`src/rtl/ile_pkg.sv`:
```
// types, codes and sizing constants shared by the indexed list engine
// no dependencies
`default_nettype none

package ile_pkg;

    localparam int ILE_CAPACITY = 64;

    localparam logic [2:0] OP_APPEND  = 3'd0;
    localparam logic [2:0] OP_INSERT  = 3'd1;
    localparam logic [2:0] OP_READ    = 3'd2;
    localparam logic [2:0] OP_REPLACE = 3'd3;
    localparam logic [2:0] OP_REMOVE  = 3'd4;

    localparam logic [1:0] STAT_OK    = 2'd0;
    localparam logic [1:0] STAT_RANGE = 2'd1;
    localparam logic [1:0] STAT_FULL  = 2'd2;

    typedef struct packed {
        logic [2:0]         op;
        logic [6:0]         position;
        logic signed [31:0] value;
    } in_item_t;

    typedef struct packed {
        logic signed [31:0] read_value;
        logic [6:0]         item_count;
        logic [1:0]         status;
    } out_item_t;

    // per-cycle command broadcast to every cell
    typedef struct packed {
        logic ins;    // open a slot at the position, later entries move up
        logic rem;    // close the slot at the position, later entries move down
        logic wr;     // overwrite the entry at the position
        logic snap;   // copy every entry into its read tap
        logic shift;  // move read taps one cell toward cell zero
    } cell_cmd_t;

    typedef enum logic [1:0] {
        ST_IDLE,
        ST_EXEC,
        ST_SHIFT,
        ST_DONE
    } state_t;

endpackage

`default_nettype wire

```
`src/rtl/ile_cell.sv`:
```
// one list slot: holds an element and a read tap, talks to its two neighbors
// depends on ile_pkg
`default_nettype none

module ile_cell
    import ile_pkg::*;
#(
    parameter int INDEX = 0,
    parameter int POS_W = 7
) (
    input  wire logic               aclk,
    input  wire cell_cmd_t          cmd,
    input  wire logic [POS_W-1:0]   eff_pos,
    input  wire logic signed [31:0] value,
    input  wire logic signed [31:0] left_data,
    input  wire logic signed [31:0] right_data,
    input  wire logic signed [31:0] right_tap,
    output logic signed [31:0]      data,
    output logic signed [31:0]      tap
);

    logic signed [31:0] data_reg, data_next;
    logic signed [31:0] tap_reg, tap_next;
    logic               hit, above;

    assign hit   = (eff_pos == POS_W'(INDEX));
    assign above = (eff_pos < POS_W'(INDEX));

    always_comb begin
        data_next = data_reg;
        if (cmd.ins) begin
            if (above) begin
                data_next = left_data;
            end else if (hit) begin
                data_next = value;
            end
        end else if (cmd.rem) begin
            if (above || hit) begin
                data_next = right_data;
            end
        end else if (cmd.wr && hit) begin
            data_next = value;
        end
    end

    always_comb begin
        tap_next = tap_reg;
        if (cmd.snap) begin
            tap_next = data_reg;
        end else if (cmd.shift) begin
            tap_next = right_tap;
        end
    end

    always_ff @(posedge aclk) begin
        data_reg <= data_next;
        tap_reg  <= tap_next;
    end

    assign data = data_reg;
    assign tap  = tap_reg;

endmodule

`default_nettype wire

```
`config.mk`:
```
export PLATFORM = sky130hd
export DESIGN_NAME = ile_cell
export DESIGN_NICKNAME = d
export VERILOG_FILES = /design/src/rtl/ile_pkg.sv /design/src/rtl/ile_cell.sv
export SDC_FILE = /design/constraint.sdc
export NUM_CORES = 1
export LEC_CHECK = 0
export BUFFER_PORTS_ARGS = -buffer_cell sky130_fd_sc_hd__buf_2
export CAP_MARGIN = 10
export CORE_MARGIN = 1
export CORE_UTILIZATION = 41
export DETAILED_ROUTE_END_ITERATION = 8
export GPL_TIMING_DRIVEN = 0
export PLACE_DENSITY = 0.83
export SLEW_MARGIN = 10
export SYNTH_ARGS = -nofsm -noshare
export SYNTH_HDL_FRONTEND = slang
export SYNTH_SLANG_ARGS = --single-unit
```
`constraint.sdc`:
```
create_clock -name aclk -period 1.7 [get_ports aclk]
set_input_delay 0.17 -clock aclk [delete_from_list [all_inputs] [get_ports aclk]]
set_output_delay 0.17 -clock aclk [all_outputs]
set_load 0.01 [all_outputs]
```
==> flow_summary.json <==
{
  "status": "complete, no violations",
  "synth_top_area_share_pct": 66.4,
  "peakVddDrop_uv": 337,
  "die_h_um": 86.0,
  "arrival_ns": 1.34,
  "diodes": 0,
  "ios": 205,
  "crit_path_max_fanout": 32,
  "worstSetupPathType": "in2reg",
  "avgSynthCellArea_um2": 20.5,
  "finalNonFillerCells": 424,
  "area_growth_pct": 39.9,
  "synth-edff-count": 64,
  "fin_skew_ns": 0.00925,
  "drtAntennaViolNets": 0,
  "syn_inst": 141,
  "worst_slack_ns": 0.305,
  "post-route-min-period_ns": 1.39,
  "clockRootBuffer": "clkbuf_8",
  "clock_latency_ns": 0.32,
  "post-cts-setup-buffers": 0,
  "design.die.area_um2": 7400,
  "whs_ns": 0.139,
  "total_power_mw": 3.48,
  "rrSetupSlack_ns": 0.75,
  "seq_area_frac_synth_pct": 66.4,
  "nNetsFinal": 464,
  "setup_violations": 0,
  "yosysMostFrequentCell": "edfxtp_1",
  "grt.total_usage_pct": 17.3,
  "synth_warnings": 0,
  "min_path_type": "in2reg",
  "start_kind": "primary input",
  "grt_max_degree": 33,
  "endpoint_kind": "flop",
  "num_vias": 1943,
  "cts_hold_buf": 0,
  "cts_tree": "built",
  "placedCellCount": 408,
  "wl_per_cell_um": 14.6,
  "cts_sinks": 64,
  "row_count": 30,
  "yosysTopAreaCell": "edfxtp_1",
  "synth_flop_cell": "edfxtp_1",
  "synthTopCellsByCount": "edfxtp_1, mux2_2, mux2_4, buf_12",
  "max_stage_delay_ns": 0.78,
  "slowest_stage": "o311a_2",
  "grt_pass1_wl_mm": 9.54,
  "syn-cell-area_um2": 2890,
  "leakage_nw": 1.80,
  "clkTransAtPathRegs_ns": 0.07,
  "antenna_found_initial": 0,
  "port_buffers": 171,
  "cts_buffers": 9,
  "pre_cts_slack_ns": -0.0562,
  "max_freq_ghz": 0.717,
  "tightestPinTransition_ns": 0.816,
  "crit_chain": "buf_2 > nor4_1 > o311a_2",
  "gp_congestion": 0.740,
  "viasPerCell": 4.58,
  "maxSlewViolCount": 0,
  "grt_pass1_vias": 1963,
  "ys_ff_latch": 64,
  "required_ns": 1.64,
  "netlist_top_cells_area": "edfxtp_1, mux2_4, mux2_2",
  "routed_wl_mm": 6.19,
  "drtIter0Drc": 45,
  "min_period_over_period_pct": 82.0,
  "drv_cap": 0,
  "first_pass_iters": 4,
  "core_area_um2": 6790,
  "cts_resized": 0,
  "drc_errors": 0,
  "die_w_um": 86.0,
  "synth-async-reset-ratio_pct": 0,
  "drive_gt1_share_pct": 78.7,
  "slew_headroom_pct": 45.6,
  "powerDensity_nw_per_um2": 860,
  "postSynthNetCount": 282,
  "clk_path_buf_depth": 2,
  "grt-ovfl-total": 0,
  "cts_max_level": 3,
  "final-hold-violation-count": 0,
  "synth_cell_type_count": 12,
  "dp_hpwl_mm": 4.67,
  "rsz0062_at_grt": "no",
  "start_util_pct": 42.6
}
==> metal layers <==
| metal | vias to the layer above | wire (um) | part of all wire, % | GRT usage, % |
|---|---|---|---|---|
| met5 | - | 0 | 0 | 0 |
| met4 | 0 | 112 | 1.8 | 8.64 |
| met3 | 10 | 336 | 5.4 | 3.75 |
| met2 | 101 | 3280 | 53 | 30.7 |
| met1 | 912 | 2460 | 40 | 19.7 |
| li1 | 920 | - | - | - |
==> critical path, delay by kind of cell <==
kind	cells	cell delay, ns
compound gates	1	0.78
simple gates	1	0.28
buf+inv	1	0.10
==> power breakdown <==
part	switching [mW]	internal [mW]	total, mW
clock network	0.538	0.664	1.20
registers	0.0154	1.81	1.83
logic	0.174	0.276	0.450
==> per-stage QoR <==
stage	utilization, %	cell area (um^2)	TNS [ns]
after floorplan	-	2890	0
after global placement	57.0	3870	-1.67
after detailed placement	57.0	3870	-2.43
after CTS	59.6	4050	0
after global routing	59.6	4050	0
final	59.6	4050	0
==> cells in the final DEF, fill, tap and decap left out <==
cell / synthesis / layout
clkinv_1: 0 / 2
mux2_4: 30 / 30
nor3_1: 1 / 1
bufinv_16: 0 / 1
or2_2: 1 / 1
buf_2: 2 / 173
edfxtp_1: 64 / 64
o311a_2: 1 / 1
clkinv_2: 0 / 2
clkbuf_1: 0 / 2
buf_6: 1 / 1
buf_12: 3 / 3
buf_4: 2 / 2
clkbuf_8: 0 / 9
nor2b_4: 1 / 1
nor4_1: 1 / 1
mux2_2: 34 / 34
==> area by class of cell <==
| class | instances | area [um^2] |
|---|---|---|
| Fill cell | 546 | 2750 |
| Sequential cell | 64 | 1920 |
| Multi-Input combinational cell | 69 | 876 |
| Timing Repair Buffer | 171 | 856 |
| Clock buffer | 11 | 131 |
| Tap cell | 96 | 120 |
| Buffer | 8 | 96.3 |
| Clock inverter | 5 | 47.5 |
==> logic make-up after synthesis <==
logic type,synth area share (%)
AO/OA/AOI/OAI,0.389
buffers and inverters,3.33
flip-flops,66.4
multiplexers,28.8
AND/OR/NAND/NOR,1.08
==> final timing paths <==
path / depth (start not counted) / startpoint / to
max: 3 / eff_pos[1] / data[11]
min: 2 / value[19] / data[19]
max reg2reg: 1 / data[14] / tap[14]
min reg2reg: 1 / data[1] / tap[1]
No activity file was read; power rests on OpenSTA's default activity.
