**src/rtl/ile_pkg.sv**
```systemverilog
// types, codes and sizing constants shared by the indexed list engine
// no dependencies
`default_nettype none

package ile_pkg;

    localparam int ILE_CAPACITY = 64;

    localparam logic [2:0] OP_APPEND  = 3'd0;
    localparam logic [2:0] OP_INSERT  = 3'd1;
    localparam logic [2:0] OP_READ    = 3'd2;
    localparam logic [2:0] OP_REPLACE = 3'd3;
    localparam logic [2:0] OP_REMOVE  = 3'd4;

    localparam logic [1:0] STAT_OK    = 2'd0;
    localparam logic [1:0] STAT_RANGE = 2'd1;
    localparam logic [1:0] STAT_FULL  = 2'd2;

    typedef struct packed {
        logic [2:0]         op;
        logic [6:0]         position;
        logic signed [31:0] value;
    } in_item_t;

    typedef struct packed {
        logic signed [31:0] read_value;
        logic [6:0]         item_count;
        logic [1:0]         status;
    } out_item_t;

    // per-cycle command broadcast to every cell
    typedef struct packed {
        logic ins;    // open a slot at the position, later entries move up
        logic rem;    // close the slot at the position, later entries move down
        logic wr;     // overwrite the entry at the position
        logic snap;   // copy every entry into its read tap
        logic shift;  // move read taps one cell toward cell zero
    } cell_cmd_t;

    typedef enum logic [1:0] {
        ST_IDLE,
        ST_EXEC,
        ST_SHIFT,
        ST_DONE
    } state_t;

endpackage

`default_nettype wire

```
**src/rtl/ile_ctrl.sv**
```systemverilog
// sequencer: request register, element count, status, read-out walk, result register
// depends on ile_pkg
`default_nettype none

module ile_ctrl
    import ile_pkg::*;
#(
    parameter int CAPACITY = ILE_CAPACITY,
    parameter int CNT_W    = $clog2(CAPACITY + 1),
    parameter int POS_W    = (CNT_W > 7) ? CNT_W : 7
) (
    input  wire logic               aclk,
    input  wire logic               aresetn,
    input  wire logic               s_valid,
    output logic                    s_ready,
    input  wire in_item_t           s_item,
    output logic                    m_valid,
    input  wire logic               m_ready,
    output out_item_t               m_result,
    input  wire logic signed [31:0] tap0,
    output cell_cmd_t               cmd,
    output logic [POS_W-1:0]        eff_pos,
    output logic signed [31:0]      value
);

    state_t state_reg, state_next;

    in_item_t             req_reg;
    logic [CNT_W-1:0]     count_reg, count_next;
    logic [1:0]           stat_reg, stat_next;
    logic                 rd_reg, rd_next;
    logic [6:0]           walk_reg, walk_next;
    logic                 m_valid_reg, m_valid_next;
    out_item_t            out_reg, out_next;

    logic [POS_W-1:0]     pos_ext, cnt_ext;
    logic                 is_full, pos_above, pos_not_below;
    logic [1:0]           stat_calc;
    logic                 do_ins, do_rem, do_wr, needs_rd;
    logic                 s_fire, load_out;
    logic [CNT_W+6:0]     cnt_wide;

    assign pos_ext       = POS_W'(req_reg.position);
    assign cnt_ext       = POS_W'(count_reg);
    assign is_full       = (count_reg == CNT_W'(CAPACITY));
    assign pos_above     = (pos_ext > cnt_ext);
    assign pos_not_below = (pos_ext >= cnt_ext);

    // status and cell actions for the held request
    always_comb begin
        stat_calc = STAT_OK;
        do_ins    = 1'b0;
        do_rem    = 1'b0;
        do_wr     = 1'b0;
        needs_rd  = 1'b0;
        unique case (req_reg.op) inside
            OP_APPEND: begin
                if (is_full) begin
                    stat_calc = STAT_FULL;
                end else begin
                    do_ins = 1'b1;
                end
            end
            OP_INSERT: begin
                if (pos_above) begin
                    stat_calc = STAT_RANGE;
                end else if (is_full) begin
                    stat_calc = STAT_FULL;
                end else begin
                    do_ins = 1'b1;
                end
            end
            OP_READ, OP_REPLACE, OP_REMOVE: begin
                if (pos_not_below) begin
                    stat_calc = STAT_RANGE;
                end else begin
                    needs_rd = 1'b1;
                    do_wr    = (req_reg.op == OP_REPLACE);
                    do_rem   = (req_reg.op == OP_REMOVE);
                end
            end
            default: begin
            end
        endcase
    end

    assign s_fire   = s_valid && s_ready;
    assign load_out = (state_reg == ST_DONE) && (!m_valid_reg || m_ready);

    // next state
    always_comb begin
        state_next = state_reg;
        unique case (state_reg)
            ST_IDLE: begin
                if (s_fire) begin
                    state_next = ST_EXEC;
                end
            end
            ST_EXEC: begin
                if (needs_rd && (req_reg.position != 7'd0)) begin
                    state_next = ST_SHIFT;
                end else begin
                    state_next = ST_DONE;
                end
            end
            ST_SHIFT: begin
                if (walk_reg == 7'd1) begin
                    state_next = ST_DONE;
                end
            end
            ST_DONE: begin
                if (load_out) begin
                    state_next = ST_IDLE;
                end
            end
            default: state_next = ST_IDLE;
        endcase
    end

    // outputs
    always_comb begin
        s_ready   = 1'b0;
        cmd       = '0;
        unique case (state_reg)
            ST_IDLE: s_ready = 1'b1;
            ST_EXEC: begin
                cmd.ins  = do_ins;
                cmd.rem  = do_rem;
                cmd.wr   = do_wr;
                cmd.snap = 1'b1;
            end
            ST_SHIFT: cmd.shift = 1'b1;
            ST_DONE: begin
            end
            default: begin
            end
        endcase
    end

    assign eff_pos = (req_reg.op == OP_APPEND) ? cnt_ext : pos_ext;
    assign value   = req_reg.value;

    // datapath registers
    always_comb begin
        count_next   = count_reg;
        stat_next    = stat_reg;
        rd_next      = rd_reg;
        walk_next    = walk_reg;
        m_valid_next = m_valid_reg;
        out_next     = out_reg;
        if (m_valid_reg && m_ready) begin
            m_valid_next = 1'b0;
        end
        if (state_reg == ST_EXEC) begin
            stat_next = stat_calc;
            rd_next   = needs_rd;
            walk_next = req_reg.position;
            if (do_ins) begin
                count_next = count_reg + CNT_W'(1);
            end else if (do_rem) begin
                count_next = count_reg - CNT_W'(1);
            end
        end
        if (state_reg == ST_SHIFT) begin
            walk_next = walk_reg - 7'd1;
        end
        if (load_out) begin
            m_valid_next        = 1'b1;
            out_next.read_value = rd_reg ? tap0 : 32'sd0;
            out_next.item_count = cnt_wide[6:0];
            out_next.status     = stat_reg;
        end
    end

    assign cnt_wide = {7'd0, count_reg};

    always_ff @(posedge aclk) begin
        if (!aresetn) begin
            state_reg   <= ST_IDLE;
            count_reg   <= '0;
            m_valid_reg <= 1'b0;
        end else begin
            state_reg   <= state_next;
            count_reg   <= count_next;
            m_valid_reg <= m_valid_next;
        end
    end

    always_ff @(posedge aclk) begin
        if (s_fire) begin
            req_reg <= s_item;
        end
        stat_reg <= stat_next;
        rd_reg   <= rd_next;
        walk_reg <= walk_next;
        out_reg  <= out_next;
    end

    assign m_valid  = m_valid_reg;
    assign m_result = out_reg;

endmodule

`default_nettype wire

```
**config.mk**
```make
export PLATFORM = sky130hd
export DESIGN_NAME = ile_ctrl
export DESIGN_NICKNAME = d
export VERILOG_FILES = /design/src/rtl/ile_pkg.sv /design/src/rtl/ile_ctrl.sv
export SDC_FILE = /design/constraint.sdc
export NUM_CORES = 1
export LEC_CHECK = 0
export BUFFER_PORTS_ARGS = -buffer_cell sky130_fd_sc_hd__buf_4
export CORE_ASPECT_RATIO = 1.5
export CORE_MARGIN = 2
export CORE_UTILIZATION = 45
export DETAILED_ROUTE_END_ITERATION = 10
export PLACE_DENSITY_LB_ADDON = 0.2
export REMOVE_ABC_BUFFERS = 1
export SLEW_MARGIN = 20
export SYNTH_ARGS = -nofsm -noshare
export SYNTH_HDL_FRONTEND = slang
export SYNTH_SLANG_ARGS = --single-unit
```
**constraint.sdc**
```tcl
create_clock -name aclk -period 2.9 [get_ports aclk]
set_input_delay 0.29 -clock aclk [delete_from_list [all_inputs] [get_ports aclk]]
set_output_delay 0.29 -clock aclk [all_outputs]
set_load 0.01 [all_outputs]
```
==> results of run 1 <==
-- metrics by stage --
stage,hold slack [ns],setup TNS (ns),setup WS (ns),cells,power [W]
floorplan,0.389,-0.0968,-0.0968,297,0.00309
global placement,0.402,0,0.0344,604,0.00381
detailed placement,0.416,-0.0819,-0.0819,604,0.00385
CTS,0.113,0,0.0241,620,0.00509
global route,0.108,-0.0987,-0.0810,622,0.00542
finish,0.125,0,0.119,622,0.00512
-- routing by layer --
metal,part of all wire (%),vias to the layer above,wire (µm),GRT usage [%]
met2,51,161,4930,29.9
met3,11,23,1050,7.15
met5,0,-,0,0
met4,3.6,0,347,8.92
li1,-,1503,-,-
met1,35,1439,3430,18.1
-- layout make-up --
type	instances	share of cell area (%)
sequential	103	46.9
clock buffer	13	4.23
tap	117	2.29
timing repair buffer	192	22.6
multi-input combinational	182	22.6
inverter	12	0.705
clock inverter	3	0.627
-- power groups by stage --
stage               logic, W  registers [W]  clock network [W]
finish               0.00170        0.00220            0.00122
global route         0.00187        0.00225            0.00131
CTS                  0.00163        0.00220            0.00125
detailed placement   0.00162        0.00223                  0
global placement     0.00158        0.00222                  0
floorplan           0.000773        0.00231                  0
-- timing repair --
item / 4_1_cts / 5_1_grt
endpoints found under the setup margin: 1 / 3
pin swaps: 3 / 8
gates resized for setup: 2 / 14
setup buffers: 0 / 2
-- cell families after synthesis --
family	Yosys count	synth area share (%)
fa+ha+maj	19	5.30
compound gates	37	6.49
mux	15	3.41
buf+inv	50	6.65
simple gates	105	12.4
xor+xnor	6	1.14
flops	103	64.6
-- layout by cell type (no fill, tap or decap), types with 3 or more instances in the layout --
| master | synthesis | layout |
|---|---|---|
| buf_4 | 32 | 191 |
| edfxtp_1 | 93 | 93 |
| and2_1 | 35 | 34 |
| nand2_1 | 20 | 20 |
| nor2_1 | 19 | 19 |
| ha_1 | 18 | 13 |
| inv_1 | 12 | 12 |
| a21oi_1 | 12 | 11 |
| dfxtp_1 | 10 | 10 |
| mux2i_1 | 9 | 9 |
| clkbuf_16 | 0 | 9 |
| mux2_2 | 6 | 6 |
| nand2b_1 | 5 | 5 |
| ha_4 | 0 | 5 |
| nand3_1 | 5 | 4 |
| nor2b_1 | 4 | 3 |
| nand3b_1 | 3 | 3 |
| a211o_1 | 3 | 3 |
| xor2_1 | 3 | 3 |
| xnor2_1 | 3 | 3 |
| o21ai_0 | 4 | 3 |
| clkbuf_8 | 0 | 3 |
-- worst paths after layout --
| check | from | to | slack, ns |
|---|---|---|---|
| max | pos_ext[5]$_DFFE_PP_ | cnt_ext[6]$_SDFFE_PN0P_ | 0.12 |
| min | s_item[23] | value[23]$_DFFE_PP_ | 0.12 |
| max reg2reg | pos_ext[5]$_DFFE_PP_ | cnt_ext[6]$_SDFFE_PN0P_ | 0.12 |
| min reg2reg | stat_reg[1]$_DFFE_PP_ | m_result[1]$_DFFE_PP_ | 0.43 |
-- critical path: cells and delay by family (launching register included) --
kind            cells  cell delay, ns
compound gates      4            0.70
fa+ha+maj           2            0.56
simple gates        3            0.50
flops               1            0.45
buf+inv             2            0.31
mux                 1            0.19
==> impl_metrics.py, run 1 <==
metrics = {
    "yosys": {
        "synth_seq_cells": 103,
        "avgSynthCellArea_um2": 13.8,
        "synth_edf_count": 93,
        "synth_top_area_share_pct": 60.3,
        "synth_commonest_cells": "edfxtp_1, and2_1, buf_4, nand2_1, nor2_1",
        "ys_seq_area_share_pct": 64.6,
        "synth_ff_type": "edfxtp_1",
        "synthDistinctLibCells": 47,
        "synth_top_area_cell": "edfxtp_1",
        "syn_area_um2": 4630,
        "synth-async-reset-ratio_pct": 0,
        "synth.most_common_cell": "edfxtp_1",
        "synth_cells": 335,
        "synth.area.top_cells": "edfxtp_1, buf_4, ha_1",
        "synth_warnings": 0,
    },
    "finish": {
        "drive_gt1_share_pct": 46.9,
        "fin_area_um2": 6390,
        "area_growth_pct": 37.9,
        "multi_input_area_um2": 1450,
        "final_core_util_pct": 63.4,
        "largest_register_ff_count": 41,
        "insertedDiodeCount": 0,
        "fillers": 787,
        "ff_latch_area_um2": 2990,
        "layout.nets": 597,
    },
    "clocking": {
        "cts.sink_count": 103,
        "cts_root_buffer": "clkbuf_16",
        "cts_buffers": 9,
        "hold_buffers": 0,
        "cts_buffer_depth": 2,
        "clk_latency_ns": 0.34,
        "cts_tree": "built",
        "cts_max_level": 3,
        "clk_pin_slew_ns": 0.06,
    },
    "status": {
        "outcome": "finished, final reports clean",
    },
    "timing": {
        "skew_ns": 0.00666,
        "tightest_slew_ns": 0.667,
        "period_minus_slack_ns": 2.78,
        "finalHoldViolCount": 0,
        "rsz0062_at_grt": "yes",
        "max_slew_margin_pct": 55.5,
        "max_freq_mhz": 360,
        "slew_violations": 0,
        "period_share_pct": 95.9,
        "setup_violations": 0,
    },
    "grt": {
        "grt_usage_pct": 17.5,
        "grt_max_degree": 42,
        "grt_pass1_wl_mm": 14.7,
        "grt.overflow.total": 0,
        "grt_pass1_vias": 3232,
        "antenna_found_initial": 0,
    },
    "power_and_ir_drop": {
        "p_leak_nw": 2.65,
        "p_int_w": 0.00362,
        "p_sw_w": 0.00151,
        "p_per_area_nw_per_um2": 802,
        "comb_power_share_pct": 33.2,
        "switching_share_pct": 29.4,
        "clkPwrFrac_pct": 23.8,
        "seqPwrFrac_pct": 43.0,
        "ir_drop_uv": 429,
    },
    "drt": {
        "ant_nets": 0,
        "drt_iter0_drc": 94,
        "routed_wl_mm": 9.76,
        "wl_per_cell_um": 15.7,
        "drc": 0,
        "vias": 3126,
        "viasPerCell": 5.03,
        "dr.pass1.iters": 4,
    },
    "die": {
        "die_area_um2": 11100,
        "core_um2": 10100,
        "die_w_um": 86.8,
        "die_h_um": 128,
        "start_util_pct": 45.9,
        "num_rows": 45,
        "num_io_pins": 165,
    },
    "run": {
        "cap_violations": 0,
    },
    "critical_path": {
        "worstRegToRegCells": 12,
        "required_ns": 3.17,
        "max_stage_delay_ns": 0.45,
        "path_cells": "ha_4, nand4_1, o221ai_2, nand3_4, buf_6, ha_4, o21ai_0, nor2_1, buf_4, o21ai_0, a32oi_2, mux2i_1",
        "path_max_fanout": 5,
        "start_kind": "flop",
        "crit_slowest_cell": "edfxtp_1",
        "arrival_ns": 3.05,
        "worst_setup_path_end_kind": "flop",
        "critical_path_class": "reg -> reg",
    },
    "placed_design": {
        "portBuffers": 164,
        "gp_congestion": 0.824,
        "dpl_cell_area_um2": 5950,
        "dp_hpwl_mm": 7.50,
    },
    "worst_hold_path": {
        "hold_class": "in -> reg",
        "hold_depth": 1,
    },
}
Power figures use the tool's default switching activity.
==> run 2: changes to the inputs <==
Settings changed: MAX_ROUTING_LAYER set to met4.
==> impl_metrics.py, run 2 (same netlist as run 1, synthesis figures left out) <==
metrics = {
    "critical_path": {
        "max_stage_delay_ns": 0.42,
        "critical_path.top_delay_family": "compound AO/OA/AOI/OAI gates",
        "critical_path_class": "reg -> reg",
        "start_kind": "flop",
        "cp-startpoint": "pos_ext[6]$_DFFE_PP_",
        "crit_slowest_cell": "edfxtp_1",
        "path_buf_inv": 2,
        "path_cells": "ha_4, nand4_1, o221ai_2, nand3_4, buf_6, ha_4, o21ai_0, nor2_1, buf_4, o21ai_0, a32oi_2, mux2i_1",
        "r2r-start": "pos_ext[6]$_DFFE_PP_",
        "worst_setup_path_end_kind": "flop",
        "path_max_fanout": 5,
        "arrival_ns": 3.05,
        "required_ns": 3.17,
    },
    "timing": {
        "max_slew_margin_pct": 55.7,
        "slew_violations": 0,
        "max_freq_mhz": 359,
        "setup_violations": 0,
        "whs_ns": 0.125,
        "setup_slack_ns": 0.118,
        "tightest_slew_ns": 0.664,
        "rsz0062_at_grt": "yes",
        "period_share_pct": 95.9,
        "finalHoldViolCount": 0,
        "skew_ns": 0.00523,
        "period_minus_slack_ns": 2.78,
    },
    "die": {
        "num_io_pins": 165,
        "core_um2": 10100,
        "die_w_um": 86.8,
        "start_util_pct": 45.9,
        "die_h_um": 128,
        "die_area_um2": 11100,
        "num_rows": 45,
    },
    "grt": {
        "grt_max_degree": 42,
        "antenna_found_initial": 0,
        "grt_pass1_wl_mm": 14.7,
        "grt.overflow.total": 0,
        "grt_pass1_vias": 3233,
        "grt_usage_pct": 18.1,
    },
    "finish": {
        "layout_commonest_cell": "buf_4",
        "layout.nets": 597,
        "ff_latch_area_um2": 2990,
        "multi_input_area_um2": 1450,
        "fillers": 787,
        "largest_register_ff_count": 41,
        "area_growth_pct": 37.9,
        "insertedDiodeCount": 0,
        "final_core_util_pct": 63.4,
        "layout_common_cells": "buf_4, edfxtp_1, and2_1",
        "drive_gt1_share_pct": 46.9,
    },
    "placed_design": {
        "dp_hpwl_mm": 7.50,
        "gp_congestion": 0.837,
        "post-place-ws_ns": -0.0819,
        "portBuffers": 164,
    },
    "power_and_ir_drop": {
        "ir_drop_uv": 430,
        "p_per_area_nw_per_um2": 803,
        "p_leak_nw": 2.65,
    },
    "clocking": {
        "cts.sink_count": 103,
        "cts_root_buffer": "clkbuf_16",
        "cts_max_level": 3,
        "cts_tree": "built",
        "clk_pin_slew_ns": 0.06,
        "cts_buffers": 9,
        "cts_buffer_depth": 2,
        "hold_buffers": 0,
        "clk_latency_ns": 0.34,
    },
    "drt": {
        "wl_per_cell_um": 15.7,
        "ant_nets": 0,
        "vias": 3126,
        "routed_wl_mm": 9.76,
        "drt_iter0_drc": 92,
        "viasPerCell": 5.03,
        "dr.pass1.iters": 4,
        "drc": 0,
    },
    "status": {
        "outcome": "finished, final reports clean",
    },
    "worst_hold_path": {
        "hold_class": "in -> reg",
        "min-delay-start": "s_item[23]",
    },
    "run": {
        "cap_violations": 0,
    },
}
-- run 2: cell counts in the layout (fill, tap and decap cells not counted) --
No cell type changed its count.
-- run 2: worst reg2reg max path, delay by kind of cell (launching register included) --
kind	cells	cell delay, ns
compound gates	4	0.70
flops	1	0.42
fa+ha+maj	2	0.57
mux	1	0.19
buf+inv	2	0.31
simple gates	3	0.52
-- run 2: report_power, final --
part,internal [W],switching (W),total (W),leakage [nW]
registers,0.00203,0.000176,0.00220,0.953
clock network,0.000736,0.000482,0.00122,0.156
logic,0.000851,0.000853,0.00170,1.54
total,0.00362,0.00151,0.00513,2.65
-- run 2: repair_timing --
action / CTS / global route
resized for setup: 2 / 14
endpoints found under the setup margin: 1 / 3
pin swaps: 3 / 8
buffers inserted: 0 / 2
-- run 2: path summary, 6_finish.rpt --
kind	end	slack [ns]	cells past startpoint
min	value[23]$_DFFE_PP_	0.12	1
min reg2reg	m_result[1]$_DFFE_PP_	0.43	0
max reg2reg	cnt_ext[6]$_SDFFE_PN0P_	0.12	12
max	cnt_ext[6]$_SDFFE_PN0P_	0.12	12
-- run 2: layout make-up --
| class | count | share of cell area, % |
|---|---|---|
| well taps | 117 | 2.29 |
| flip-flops and latches | 103 | 46.9 |
| repair buffers | 192 | 22.6 |
| clock inverters | 3 | 0.627 |
| multi-input cells | 182 | 22.6 |
| clock buffers | 13 | 4.23 |
| inverters | 12 | 0.705 |
-- run 2: stage by stage --
stage / instances / power (W) / area (µm²) / setup TNS [ns]
global route: 622 / 0.00543 / 6390 / -0.0987
global placement: 604 / 0.00381 / 5950 / 0
detailed placement: 604 / 0.00385 / 5950 / -0.0819
CTS: 620 / 0.00509 / 6270 / 0
floorplan: 297 / 0.00309 / 4370 / -0.0968
finish: 622 / 0.00513 / 6390 / 0
-- run 2: metal layers --
layer	share of wire, %	up-vias	routed length, µm	GRT usage (%)
met1	38	1444	3710	19.9
met2	51	158	4950	29.8
met3	8.1	21	790	4.83
met4	3.1	0	306	8.92
met5	0	-	0	-
li1	-	1503	-	-
